===== config.mk =====
export PLATFORM = sky130hd
export DESIGN_NAME = encoder_pid_motor_speed_control
export DESIGN_NICKNAME = d
export VERILOG_FILES = /design/src/sv/epmsc_pkg.sv /design/src/sv/epmsc_regs.sv /design/src/sv/epmsc_mac.sv /design/src/sv/encoder_pid_motor_speed_control.sv
export SDC_FILE = /design/constraint.sdc
export NUM_CORES = 2
export LEC_CHECK = 0
export BUFFER_PORTS_ARGS = -buffer_cell sky130_fd_sc_hd__buf_4
export CORE_ASPECT_RATIO = 1.25
export CORE_MARGIN = 3
export CORE_UTILIZATION = 55
export CTS_CLUSTER_SIZE = 30
export DETAILED_ROUTE_END_ITERATION = 7
export HOLD_SLACK_MARGIN = 0.15
export MAX_ROUTING_LAYER = met4
export PLACE_DENSITY = 0.84
export SLEW_MARGIN = 15
export SYNTH_ARGS = -nofsm -noshare
export SYNTH_HDL_FRONTEND = slang
export SYNTH_SLANG_ARGS = --single-unit
export TNS_END_PERCENT = 30

===== constraint.sdc =====
create_clock -name clk -period 6.9 [get_ports clk]
set_clock_uncertainty 0.2 [all_clocks]
set_input_delay 1.38 -clock clk [delete_from_list [all_inputs] [get_ports clk]]
set_output_delay 1.38 -clock clk [all_outputs]
set_load 0.03 [all_outputs]

===== src/sv/epmsc_pkg.sv =====
// Shared types and constants for the encoder PID motor speed controller.
package epmsc_pkg;

  localparam int ADDR_W  = 4;
  localparam int DATA_W  = 32;
  localparam int GAIN_W  = 16;
  localparam int SGAIN_W = 32;
  localparam int TGT_W   = 13;
  localparam int SPD_W   = 16;
  localparam int ERR_W   = 17;
  localparam int DIFF_W  = 18;
  localparam int SUM_W   = 32;
  localparam int DUTY_W  = 8;
  localparam int DIR_W   = 2;

  // Serial multiplier: signed A times signed B, one bit of B per cycle.
  localparam int MUL_A_W = 33;
  localparam int MUL_B_W = 33;
  localparam int ACC_W   = MUL_A_W + MUL_B_W;
  localparam int STEP_W  = $clog2(MUL_B_W);

  localparam logic [1:0] REG_PROP  = 2'd0;
  localparam logic [1:0] REG_INTEG = 2'd1;
  localparam logic [1:0] REG_DERIV = 2'd2;
  localparam logic [1:0] REG_SPEED = 2'd3;

  localparam logic [DIR_W-1:0] DIR_STOP = 2'd0;
  localparam logic [DIR_W-1:0] DIR_FWD  = 2'd1;
  localparam logic [DIR_W-1:0] DIR_REV  = 2'd2;

  typedef struct packed {
    logic signed [GAIN_W-1:0] prop;
    logic signed [GAIN_W-1:0] integ;
    logic signed [GAIN_W-1:0] deriv;
    logic [SGAIN_W-1:0]       speed;
  } gains_t;

  typedef struct packed {
    logic               start;
    logic               clear;
    logic [MUL_A_W-1:0] a;
    logic [MUL_B_W-1:0] b;
  } mac_cmd_t;

endpackage


===== src/sv/epmsc_regs.sv =====
// Configuration register file behind the APB-style port.
module epmsc_regs import epmsc_pkg::*; (
  input  logic              clk,
  input  logic              rst,
  input  logic              psel,
  input  logic              penable,
  input  logic              pwrite,
  input  logic [ADDR_W-1:0] paddr,
  input  logic [DATA_W-1:0] pwdata,
  output logic [DATA_W-1:0] prdata,
  output gains_t            gains
);

  logic          wr_en;
  logic [1:0]    reg_idx;

  assign wr_en   = psel && penable && pwrite;
  assign reg_idx = paddr[3:2];

  always_ff @(posedge clk) begin
    if (rst) begin
      gains.prop  <= GAIN_W'(256);
      gains.integ <= '0;
      gains.deriv <= '0;
      gains.speed <= SGAIN_W'(65536);
    end else if (wr_en) begin
      case (reg_idx)
        REG_PROP:  gains.prop  <= pwdata[GAIN_W-1:0];
        REG_INTEG: gains.integ <= pwdata[GAIN_W-1:0];
        REG_DERIV: gains.deriv <= pwdata[GAIN_W-1:0];
        REG_SPEED: gains.speed <= pwdata[SGAIN_W-1:0];
        default: ;
      endcase
    end
  end

  always_comb begin
    case (reg_idx)
      REG_PROP:  prdata = {{(DATA_W-GAIN_W){gains.prop[GAIN_W-1]}}, gains.prop};
      REG_INTEG: prdata = {{(DATA_W-GAIN_W){gains.integ[GAIN_W-1]}}, gains.integ};
      REG_DERIV: prdata = {{(DATA_W-GAIN_W){gains.deriv[GAIN_W-1]}}, gains.deriv};
      REG_SPEED: prdata = gains.speed;
      default:   prdata = '0;
    endcase
  end

endmodule


===== src/sv/epmsc_mac.sv =====
// Bit-serial signed multiply-accumulate unit, one multiplier bit per cycle.
module epmsc_mac import epmsc_pkg::*; (
  input  logic             clk,
  input  logic             rst,
  input  mac_cmd_t         cmd,
  output logic             done,
  output logic [ACC_W-1:0] acc
);

  logic              busy;
  logic [STEP_W-1:0] step;
  logic [ACC_W-1:0]  a_sh;
  logic [MUL_B_W-1:0] b_sh;
  logic [ACC_W-1:0]  addend;
  logic              last;

  assign last   = (step == STEP_W'(MUL_B_W - 1));
  assign addend = b_sh[0] ? a_sh : '0;

  always_ff @(posedge clk) begin
    if (rst) begin
      busy <= 1'b0;
      done <= 1'b0;
      step <= '0;
    end else begin
      done <= 1'b0;
      if (cmd.start) begin
        busy <= 1'b1;
        step <= '0;
      end else if (busy) begin
        step <= step + 1'b1;
        if (last) begin
          busy <= 1'b0;
          done <= 1'b1;
        end
      end
    end
  end

  // The top multiplier bit carries negative weight: subtract on the last step.
  always_ff @(posedge clk) begin
    if (cmd.start) begin
      a_sh <= {{(ACC_W-MUL_A_W){cmd.a[MUL_A_W-1]}}, cmd.a};
      b_sh <= cmd.b;
      if (cmd.clear) begin
        acc <= '0;
      end
    end else if (busy) begin
      acc  <= last ? (acc - addend) : (acc + addend);
      a_sh <= a_sh << 1;
      b_sh <= b_sh >> 1;
    end
  end

endmodule


===== src/sv/encoder_pid_motor_speed_control.sv =====
// Encoder-fed PID speed controller for a DC motor: top level and sequencer.
//
// Each request is either an encoder edge (func = 0) or a control tick
// (func = 1). An edge moves the position counter up when enc_b_level is
// high and down when it is low; it gives no result.
// A tick measures speed as the count change since the previous tick times
// the Q16.16 speed_gain (truncated, saturated to 16 bits), forms the error
// against target_rpm, adds it into a saturating 32-bit integral and builds
// u = prop_gain*e + integ_gain*sum + deriv_gain_per_tick*(e - last_error)
// with Q8.8 gains. The result carries pwm_duty = min(|u| >> 8, DUTY_MAX),
// drive_dir (0 stop, 1 forward, 2 reverse, from the sign of u at full
// precision) and speed_rpm. All four products run through one bit-serial
// multiplier that retires one multiplier bit per cycle, so a tick holds
// the block, which takes no other request, from the moment it is accepted
// until its result is loaded; edges are taken one per cycle while the block is idle. A finished
// result sits in the output register, and the next request is accepted
// while it waits.
// Gains are written through the APB-style port at byte offsets 0, 4, 8
// and 12; write them only while the block is idle.
module encoder_pid_motor_speed_control import epmsc_pkg::*; #(
  parameter int COUNT_BITS = 32,
  parameter int DUTY_MAX   = 255
) (
  input  logic                     clk,
  input  logic                     rst,
  // configuration port
  input  logic                     psel,
  input  logic                     penable,
  input  logic                     pwrite,
  input  logic [ADDR_W-1:0]        paddr,
  input  logic [DATA_W-1:0]        pwdata,
  output logic [DATA_W-1:0]        prdata,
  output logic                     pready,
  // request channel
  input  logic                     item_valid,
  output logic                     item_ready,
  input  logic                     func,
  input  logic                     enc_b_level,
  input  logic signed [TGT_W-1:0]  target_rpm,
  // result channel
  output logic                     result_valid,
  input  logic                     result_ready,
  output logic [DUTY_W-1:0]        pwm_duty,
  output logic [DIR_W-1:0]         drive_dir,
  output logic signed [SPD_W-1:0]  speed_rpm
);

  localparam int EXT_W   = (COUNT_BITS > 33) ? COUNT_BITS : 33;
  localparam int DUTY_FW = ACC_W - 8;

  localparam logic [3:0] S_IDLE  = 4'd0;
  localparam logic [3:0] S_DELTA = 4'd1;
  localparam logic [3:0] S_SPD   = 4'd2;
  localparam logic [3:0] S_ERR   = 4'd3;
  localparam logic [3:0] S_SUM   = 4'd4;
  localparam logic [3:0] S_MP    = 4'd5;
  localparam logic [3:0] S_MI    = 4'd6;
  localparam logic [3:0] S_MD    = 4'd7;
  localparam logic [3:0] S_OUT   = 4'd8;

  gains_t gains;
  mac_cmd_t mac_cmd;
  logic mac_done;
  logic [ACC_W-1:0] mac_acc;

  logic [3:0] state;
  logic [3:0] state_next;

  logic [COUNT_BITS-1:0] position_count;
  logic [COUNT_BITS-1:0] count_at_last_tick;
  logic signed [SUM_W-1:0] error_sum;
  logic signed [ERR_W-1:0] last_error;

  logic [COUNT_BITS-1:0] delta;
  logic signed [TGT_W-1:0] target;
  logic signed [SPD_W-1:0] speed;
  logic signed [ERR_W-1:0] err;
  logic signed [DIFF_W-1:0] diff;
  logic [ACC_W-1:0] umag;
  logic [DIR_W-1:0] dir;

  logic item_take;
  logic out_free;

  assign pready     = 1'b1;
  assign item_ready = (state == S_IDLE);
  assign item_take  = item_valid && item_ready;
  assign out_free   = !result_valid || result_ready;

  epmsc_regs u_regs (
    .clk     (clk),
    .rst     (rst),
    .psel    (psel),
    .penable (penable),
    .pwrite  (pwrite),
    .paddr   (paddr),
    .pwdata  (pwdata),
    .prdata  (prdata),
    .gains   (gains)
  );

  epmsc_mac u_mac (
    .clk  (clk),
    .rst  (rst),
    .cmd  (mac_cmd),
    .done (mac_done),
    .acc  (mac_acc)
  );

  // Magnitude of the count change, clamped to 2^31 before the multiply.
  logic                  delta_neg;
  logic [COUNT_BITS-1:0] mag_full;
  logic [EXT_W-1:0]      mag_ext;
  logic [31:0]           mag32;

  assign delta_neg = delta[COUNT_BITS-1];
  assign mag_full  = delta_neg ? (-delta) : delta;
  assign mag_ext   = EXT_W'(mag_full);
  assign mag32     = (mag_ext > EXT_W'(64'h8000_0000)) ? 32'h8000_0000 : mag_ext[31:0];

  // Speed from the product: q = product >> 16, saturated to 16 bits.
  logic                 q_big;
  logic                 q_top;
  logic [SPD_W-2:0]     q_low;
  logic signed [SPD_W-1:0] speed_calc;

  assign q_big = |mac_acc[ACC_W-1:31];
  assign q_low = mac_acc[30:16];
  assign q_top = q_big || (q_low == {(SPD_W-1){1'b1}});

  always_comb begin
    if (delta_neg) begin
      speed_calc = q_big ? SPD_W'(16'sh8000) : -$signed({1'b0, q_low});
    end else begin
      speed_calc = q_top ? SPD_W'(16'sh7fff) : $signed({1'b0, q_low});
    end
  end

  // Saturating integral update.
  logic signed [SUM_W:0]   sum_wide;
  logic signed [SUM_W-1:0] sum_sat;

  assign sum_wide = {error_sum[SUM_W-1], error_sum} + (SUM_W+1)'(err);

  always_comb begin
    if (sum_wide[SUM_W] != sum_wide[SUM_W-1]) begin
      sum_sat = sum_wide[SUM_W] ? {1'b1, {(SUM_W-1){1'b0}}} : {1'b0, {(SUM_W-1){1'b1}}};
    end else begin
      sum_sat = sum_wide[SUM_W-1:0];
    end
  end

  // Duty clamp on the registered magnitude.
  logic [DUTY_FW-1:0] duty_full;
  logic [DUTY_FW-1:0] duty_clamp;

  assign duty_full  = umag[ACC_W-1:8];
  assign duty_clamp = (duty_full > DUTY_FW'(DUTY_MAX)) ? DUTY_FW'(DUTY_MAX) : duty_full;

  // Multiplier commands: speed, then P, I and D terms into one accumulator.
  always_comb begin
    mac_cmd.start = 1'b0;
    mac_cmd.clear = 1'b0;
    mac_cmd.a     = '0;
    mac_cmd.b     = '0;
    case (state)
      S_DELTA: begin
        mac_cmd.start = 1'b1;
        mac_cmd.clear = 1'b1;
        mac_cmd.a     = {1'b0, mag32};
        mac_cmd.b     = {1'b0, gains.speed};
      end
      S_SUM: begin
        mac_cmd.start = 1'b1;
        mac_cmd.clear = 1'b1;
        mac_cmd.a     = {{(MUL_A_W-ERR_W){err[ERR_W-1]}}, err};
        mac_cmd.b     = {{(MUL_B_W-GAIN_W){gains.prop[GAIN_W-1]}}, gains.prop};
      end
      S_MP: begin
        mac_cmd.start = mac_done;
        mac_cmd.a     = {{(MUL_A_W-SUM_W){error_sum[SUM_W-1]}}, error_sum};
        mac_cmd.b     = {{(MUL_B_W-GAIN_W){gains.integ[GAIN_W-1]}}, gains.integ};
      end
      S_MI: begin
        mac_cmd.start = mac_done;
        mac_cmd.a     = {{(MUL_A_W-DIFF_W){diff[DIFF_W-1]}}, diff};
        mac_cmd.b     = {{(MUL_B_W-GAIN_W){gains.deriv[GAIN_W-1]}}, gains.deriv};
      end
      default: ;
    endcase
  end

  always_comb begin
    state_next = state;
    case (state)
      S_IDLE:  if (item_take && func) state_next = S_DELTA;
      S_DELTA: state_next = S_SPD;
      S_SPD:   if (mac_done) state_next = S_ERR;
      S_ERR:   state_next = S_SUM;
      S_SUM:   state_next = S_MP;
      S_MP:    if (mac_done) state_next = S_MI;
      S_MI:    if (mac_done) state_next = S_MD;
      S_MD:    if (mac_done) state_next = S_OUT;
      S_OUT:   if (out_free) state_next = S_IDLE;
      default: state_next = S_IDLE;
    endcase
  end

  // Control state and controller memory.
  always_ff @(posedge clk) begin
    if (rst) begin
      state              <= S_IDLE;
      position_count     <= '0;
      count_at_last_tick <= '0;
      error_sum          <= '0;
      last_error         <= '0;
      result_valid       <= 1'b0;
    end else begin
      state <= state_next;
      if (item_take && !func) begin
        position_count <= enc_b_level ? (position_count + 1'b1) : (position_count - 1'b1);
      end
      if (item_take && func) begin
        count_at_last_tick <= position_count;
      end
      if (state == S_SUM) begin
        error_sum  <= sum_sat;
        last_error <= err;
      end
      // Load a new result, or drop the old one once it is taken.
      if (state == S_OUT && out_free) begin
        result_valid <= 1'b1;
      end else if (result_valid && result_ready) begin
        result_valid <= 1'b0;
      end
    end
  end

  // Tick working values and the output register.
  always_ff @(posedge clk) begin
    if (item_take && func) begin
      delta  <= position_count - count_at_last_tick;
      target <= target_rpm;
    end
    if (state == S_SPD && mac_done) begin
      speed <= speed_calc;
    end
    if (state == S_ERR) begin
      err <= ERR_W'(target) - ERR_W'(speed);
    end
    if (state == S_SUM) begin
      diff <= DIFF_W'(err) - DIFF_W'(last_error);
    end
    if (state == S_MD && mac_done) begin
      umag <= mac_acc[ACC_W-1] ? (-mac_acc) : mac_acc;
      if (mac_acc == '0) begin
        dir <= DIR_STOP;
      end else if (mac_acc[ACC_W-1]) begin
        dir <= DIR_REV;
      end else begin
        dir <= DIR_FWD;
      end
    end
    if (state == S_OUT && out_free) begin
      pwm_duty  <= duty_clamp[DUTY_W-1:0];
      drive_dir <= dir;
      speed_rpm <= speed;
    end
  end

endmodule


# Yosys cells after proc, flatten, opt, wreduce, memory -nomap -nowiden
# Cells that the tools add are included.
[classes]
n_reduce_logical = 29
n_mul = 0
bitwise = 1
n_lt_le_gt_ge = 2
shifts = 0
mux = 36
div = 0
n_eq_ne = 21
addsub = 12
[ops]
columns = ["cell", "count"]
rows = [
  ["$mux 66", 7],
  ["$pmux 66 s4", 1],
  ["$mux 32", 5],
  ["$pmux 32 s4", 1],
  ["$add 66x66->66", 1],
  ["$logic_not 66->1", 1],
  ["$mux 33", 2],
  ["$neg 66->66", 1],
  ["$sub 66x66->66", 1],
  ["$mux 65", 1],
  ["$gt 58x8->1 const B", 1],
  ["$pmux 4 s9", 1],
  ["$reduce_or 35->1", 1],
  ["$add 32x17->33", 1],
  ["$add 32x1->32 const B", 1],
  ["$gt 32x32->1 const B", 1],
  ["$mux 16", 2],
  ["$neg 32->32", 1],
  ["$sub 32x1->32 const B", 1],
  ["$sub 32x32->32", 1],
  ["$mux 4", 6],
  ["$sub 17x17->18", 1],
  ["$sub 13x16->17", 1],
  ["$eq 4x3->1 const B", 4],
  ["other kinds (27)", 57],
]
[totals]
elab_cells = 128
mem_bits_ro = 0
mem_count = 0
latchBits = 0
ramBits = 0
inputBits = 58
regBits = 561

# Longest topological paths before layout
[logic_depth]
depth_word = 6
depth_mapped = 26
ltp_nobuf = 21

# By module
# Synthesis repeated with hierarchy kept, for this count alone.
[unflattened]
hier_cells = 4054
hier_area_um2 = 36846.6
[modules_own_cells]
columns = ["mod", "area_each_um2", "cells_each", "n_inst"]
rows = [
  ["encoder_pid_motor_speed_control", 20289.5, 2286, 1],
  ["epmsc_mac", 12813.5, 1400, 1],
  ["epmsc_regs", 3743.6, 368, 1],
]

# Least setup slack after synthesis
# OpenSTA, ideal clock, no wires.
[synth_timing]
path_kind = "reg-to-reg"
from = "register state[0]"
to = "register u_mac.acc[0], enable pin"
setup_time_ns = 0.587
arrival_ns = 6.124
setup_slack_ns = -0.011
t_required_ns = 6.113
n_path_buf = 3
path_stages_with_launch = 6
cell_sequence = "dfxtp_1 clkbuf_1 buf_1 buf_1 xnor2_1 o31ai_1"
[synth_between]
elab_chain_len = 5
word_cells_on_any_way = 11
[synth_rtl]
columns = ["element", "line", "source"]
rows = [
  ["start, declared", "encoder_pid_motor_speed_control.sv:66", "logic [3:0] state;"],
  ["start signal, assigned", "encoder_pid_motor_speed_control.sv:219", "state <= state_next;"],
  ["$eq 4x3->1 / $eq 4x1->1 (equally long branches)", "encoder_pid_motor_speed_control.sv:166", "case (state)"],
  ["$reduce_or 2->1 (no line)", "n/a", ""],
  ["$pmux 1 s2 / $mux 1 (equally long branches)", "encoder_pid_motor_speed_control.sv:166", ""],
  ["$ne 2x2->1 (no line) / $reduce_bool 2->1 (equally long branches)", "n/a", ""],
  ["$reduce_and 2->1 (no line) *", "n/a", ""],
  ["end signal, assigned", "epmsc_mac.sv:49", "acc <= last ? (acc - addend) : (acc + addend);"],
  ["end, declared", "epmsc_mac.sv:7", "output logic [ACC_W-1:0] acc"],
]
# Mark *: on every way between the ends. The rest lies on a longest branch, timed or not.
# A chain may end at the register's enable or synchronous reset.

# Worst setup path in the final report
[layout_timing]
from = "register u_mac.a_sh[15]"
to = "register u_mac.acc[56], data pin"
[layout_between]
elab_chain_len = 5
word_cells_on_any_way = 6
[layout_rtl]
columns = ["element", "line", "source"]
rows = [
  ["start, declared", "epmsc_mac.sv:12", "logic [ACC_W-1:0] a_sh;"],
  ["start signal, assigned", "epmsc_mac.sv:43", "a_sh <= {{(ACC_W-MUL_A_W){cmd.a[MUL_A_W-1]}}, cmd.a};"],
  ["start signal, assigned", "epmsc_mac.sv:50", "a_sh <= a_sh << 1;"],
  ["$mux 66 *", "epmsc_mac.sv:18", "assign addend = b_sh[0] ? a_sh : '0;"],
  ["$add 66x66->66 / $sub 66x66->66 (equally long branches)", "epmsc_mac.sv:49", ""],
  ["$mux 66 *", "epmsc_mac.sv:49", ""],
  ["$mux 66 *", "epmsc_mac.sv:48", "end else if (busy) begin"],
  ["$mux 66 *", "epmsc_mac.sv:42", "if (cmd.start) begin"],
]
# Mark *: on every way between the ends. The rest lies on a longest branch, timed or not. The select of a mux whose other input is x is not followed.

==> results by stage <==
STA:
- The count of final max-slew check failures is 0.
- The post-route worst setup slack is 266.2 ps.
- At the pin with the least slew margin, the transition time is 1130 ps.
- The highest attainable clock frequency is 150.7 MHz.
- Setup repair after global routing left no endpoint under its margin.
- The relative slew slack is 23.97%.
- The routed design could run at a clock period as short as 6634 ps.
- The worst-case hold slack is 230.5 ps.
- The period utilization is 96.14%.
- Setup violations remaining at the end of the flow were counted as 0.
- The total count of hold-check failures in the final report came to 0.
- The aggregate negative setup slack is 0 ps.

Detailed routing:
- The mean routed wirelength per cell is 18.18 µm.
- The number of DRC markers after the initial detailed-route iteration is 2456.
- The routed via count divided by cell count is 6.087.
- The first detailed-routing pass took 7 iterations.
- The total via count after detailed routing is 30400.
- After detailed routing, the number of remaining DRC violations is 0.
- The routed design has 90810 µm of wire.
- The remaining antenna violation count is 0.

Place:
- The number of placed instances, taps included, is 4891.
- Prior to clock tree synthesis, the placed netlist has a worst setup slack of 433.8 ps.
- At the end of routability-driven placement, the weighted congestion stood at 0.9621.
- Summing all placed instances gives a cell area of 37360 µm².
- Input and output buffers added on the ports amount to 115.
- The post-detailed-placement half-perimeter wirelength is 64430 µm.

Floorplan:
- The floorplan has 104 rows.
- The core footprint is 64410 µm².
- For this design the top-level I/O count stands at 119.
- The y dimension of the die is 291.4 µm.
- The floorplan step defined a die boundary enclosing 68300 µm².
- Measured along the x axis, the die boundary spans 234.4 µm.
- The initial utilization of the core area, before any placement, comes to 55.66%.

Pwr:
- Power comes to 14.63 mW.
- The highest ir drop seen on vdd is 0.2343 mV.
- For this design the static power due to leakage is 14.87 nW.
- For this design the ratio of total power to cell area is 372.3 nW/µm².

Clocking:
- The H-tree was split into 2 levels.
- The number of setup buffers added after CTS is 0.
- The TritonCTS clock tree is done.
- The number of CTS-inserted buffers is 56.
- The source-to-sink clock delay at the later pin of the worst-skew pair is 650 ps.
- After clock tree synthesis, the flow added hold-fix buffers numbering 0.
- The tree is rooted in a clkbuf_16.
- The clock sink count is 553.
- The maximum root-to-sink buffer count is 3.
- After clock tree synthesis, the clock-pin slew on the worst setup and hold paths is 70 ps.
- Post-CTS repair changed the size of 0 cells.

Layout:
- In the final design database the tool counted 4362 nets.
- The end-of-flow core utilization is 60.99%.
- Leaving out fill and tap cells, the most frequent cell in the layout is nand2_1.
- After routing the design area is 39290 µm².
- The fraction of layout cells with a size suffix above 1 is 8.367%.
- The filler cell count in the final layout is 5407.
- 0 antenna diodes ended up in the layout.
- The area growth from synthesis to layout is 9.591%.
- In the layout the commonest cells are 626 x nand2_1, 415 x a21oi_1, 347 x edfxtp_1, 328 x nor2_1, 217 x o21ai_0.
- The post-route non-filler standard cell count is 4995.

Worst setup path:
- The critical path class is register to register.
- The worst register-to-register path ends at u_mac.acc[56].
- The startpoint identified for the worst register-to-register timing path is u_mac.a_sh[15].
- The last element of the critical path is u_mac.acc[56].
- The worst register-to-register path has a depth of 23.
- The startpoint type of the worst setup path is a register.
- The maximum fanout along the worst path is 17.
- STA classifies the critical path endpoint as a register.
- Across all register-to-register paths, the minimum setup slack is 270 ps.
- At the worst endpoint, the required time is 7040 ps.
- The arrival time reported for the critical path endpoint is 6770 ps.
- The origin of the worst setup path is u_mac.a_sh[15].

Synth:
- Of the synthesized area, sequential elements account for 40.57%.
- Counting distinct cell types in the post-synthesis netlist gives 89.
- The number of enable-type register cells in the synthesized netlist is 347.
- The top flip-flop cell by instance count after synthesis is edfxtp_1.
- The async set-reset flop share out of synthesis is 0%.
- The cell area that synthesis handed to floorplanning was 35850 µm².
- The count of state elements after synthesis is 553.
- The gate count after technology mapping is 4099.
- In this run the mean area of a mapped cell was 8.746 µm².
- The post-synth net total is 4360.
- The total number of yosys warnings is 0.

Global routing:
- The via count of the first global-routing pass came to 28690.
- The number of antenna violations at the first check in global routing is 0.
- Global routing used 26.66% of the available tracks.
- The global-route wire length before repair is 145000 µm.
- Summed over all layers, the global routing overflow is 0.
- The maximum number of pins on one net before global-route repair is 112.

Status:
- The run finished with clean final reports.

Hold path:
- The min-delay analysis places its worst path in the category register to register.

Job:
- Across the run, the number of max-cap violations was 0.
## routing by layer
| metal | part of all wire [%] | vias up | GRT usage, % |
|---|---|---|---|
| met4 | 4.1 | 0 | 10.61 |
| met2 | 49 | 998 | 45.10 |
| li1 | - | 14880 | - |
| met3 | 6.2 | 239 | 3.005 |
| met5 | 0 | - | - |
| met1 | 41 | 14290 | 32.49 |
## cell families (layout without fill, tap and decap cells)
family,after synthesis,in the layout,synth area share (%)
xor+xnor,270,270,6.596
simple gates,1455,1455,18.57
flops,553,553,40.57
compound gates,1192,1192,21.22
fa+ha+maj,203,203,7.211
other cells,1,1,0.01046
buf+inv,379,427,4.003
mux,46,46,1.825
## layout make-up
class / instances / area (µm²) / share of cell area, %
clock buffer: 71 / 1509 / 3.841
clock inverter: 33 / 414.1 / 1.054
inverter: 166 / 623.1 / 1.586
multi-input combinational: 3167 / 19950 / 50.79
sequential: 553 / 14540 / 37.02
tap: 848 / 1061 / 2.701
timing repair buffer: 157 / 1182 / 3.010
## worst min path at each step
stage	from	end	cells past startpoint
floorplan	dir[0]	drive_dir[0]	0
global placement	dir[1]	drive_dir[1]	0
detailed placement	dir[0]	drive_dir[0]	0
CTS	dir[0]	drive_dir[0]	0
global route	dir[0]	drive_dir[0]	0
finish	dir[0]	drive_dir[0]	0
## critical path: stages (launching register included)
cell and delay, ps:
edfxtp_1 470, nor4_1 410, nand3b_1 200, or2_2 350, o21a_1 190, nor2_1 410, o21a_1 300, o2111a_1 320
o21ai_1 130, buf_4 250, nand2_1 80, ha_1 180, nand4_1 130, nor2_1 120, o21ai_0 90, o21ai_0 350
a41oi_1 160, buf_4 170, o21ai_0 590, a221oi_1 170, buf_4 210, a2111oi_0 570, o31a_1 210, nor3_1 40
## power breakdown
group          internal [mW]  switching, mW  leakage (nW)
Combinational           2.59           3.69          9.11
Sequential              4.52          0.649          4.84
Clock                   1.80           1.37         0.918
## flip-flops by register name, indices dropped and copies added, names as in the netlist
name / cells
count_at_last_tick: 32
delta: 32
diff: 18
dir: 2
drive_dir: 2
err: 17
error_sum: 32
last_error: 17
position_count: 32
pwm_duty: 8
result_valid: 1
speed: 16
speed_rpm: 16
state: 4
target: 13
u_mac.a_sh: 66
u_mac.acc: 66
u_mac.b_sh: 33
u_mac.busy: 1
u_mac.done: 1
u_mac.step: 6
u_regs.gains: 80
umag: 58
## synth_stat cells, types with 17 or more instances
cell type,n,area [µm²]
clkbuf_1,188,705.7
nand2_1,626,2350
nand4_1,34,212.7
inv_1,164,615.6
o21bai_1,28,210.2
nand2b_1,45,281.5
a21oi_1,415,2077
mux2i_1,26,260.3
edfxtp_1,347,10420
o31ai_1,29,217.7
a22oi_1,32,240.2
buf_1,22,82.58
nor2b_1,30,187.7
ha_1,197,2465
or4_1,19,142.6
o21ai_0,217,1086
xor2_1,91,797.0
nand3_1,75,375.4
and3_1,24,150.1
or3_1,49,306.5
nor4_1,44,275.3
nor3_1,81,405.4
o21a_1,46,345.3
or2_2,25,156.4
a21o_1,122,915.9
a221o_1,21,210.2
and2_1,26,162.7
dfxtp_1,206,4124
a31oi_1,38,237.7
xnor2_1,179,1568
nor2_1,331,1242
a221oi_1,17,148.9
o211ai_1,22,165.2
a211oi_1,57,427.9
Note: power is estimated with default switching activity, not from simulation.
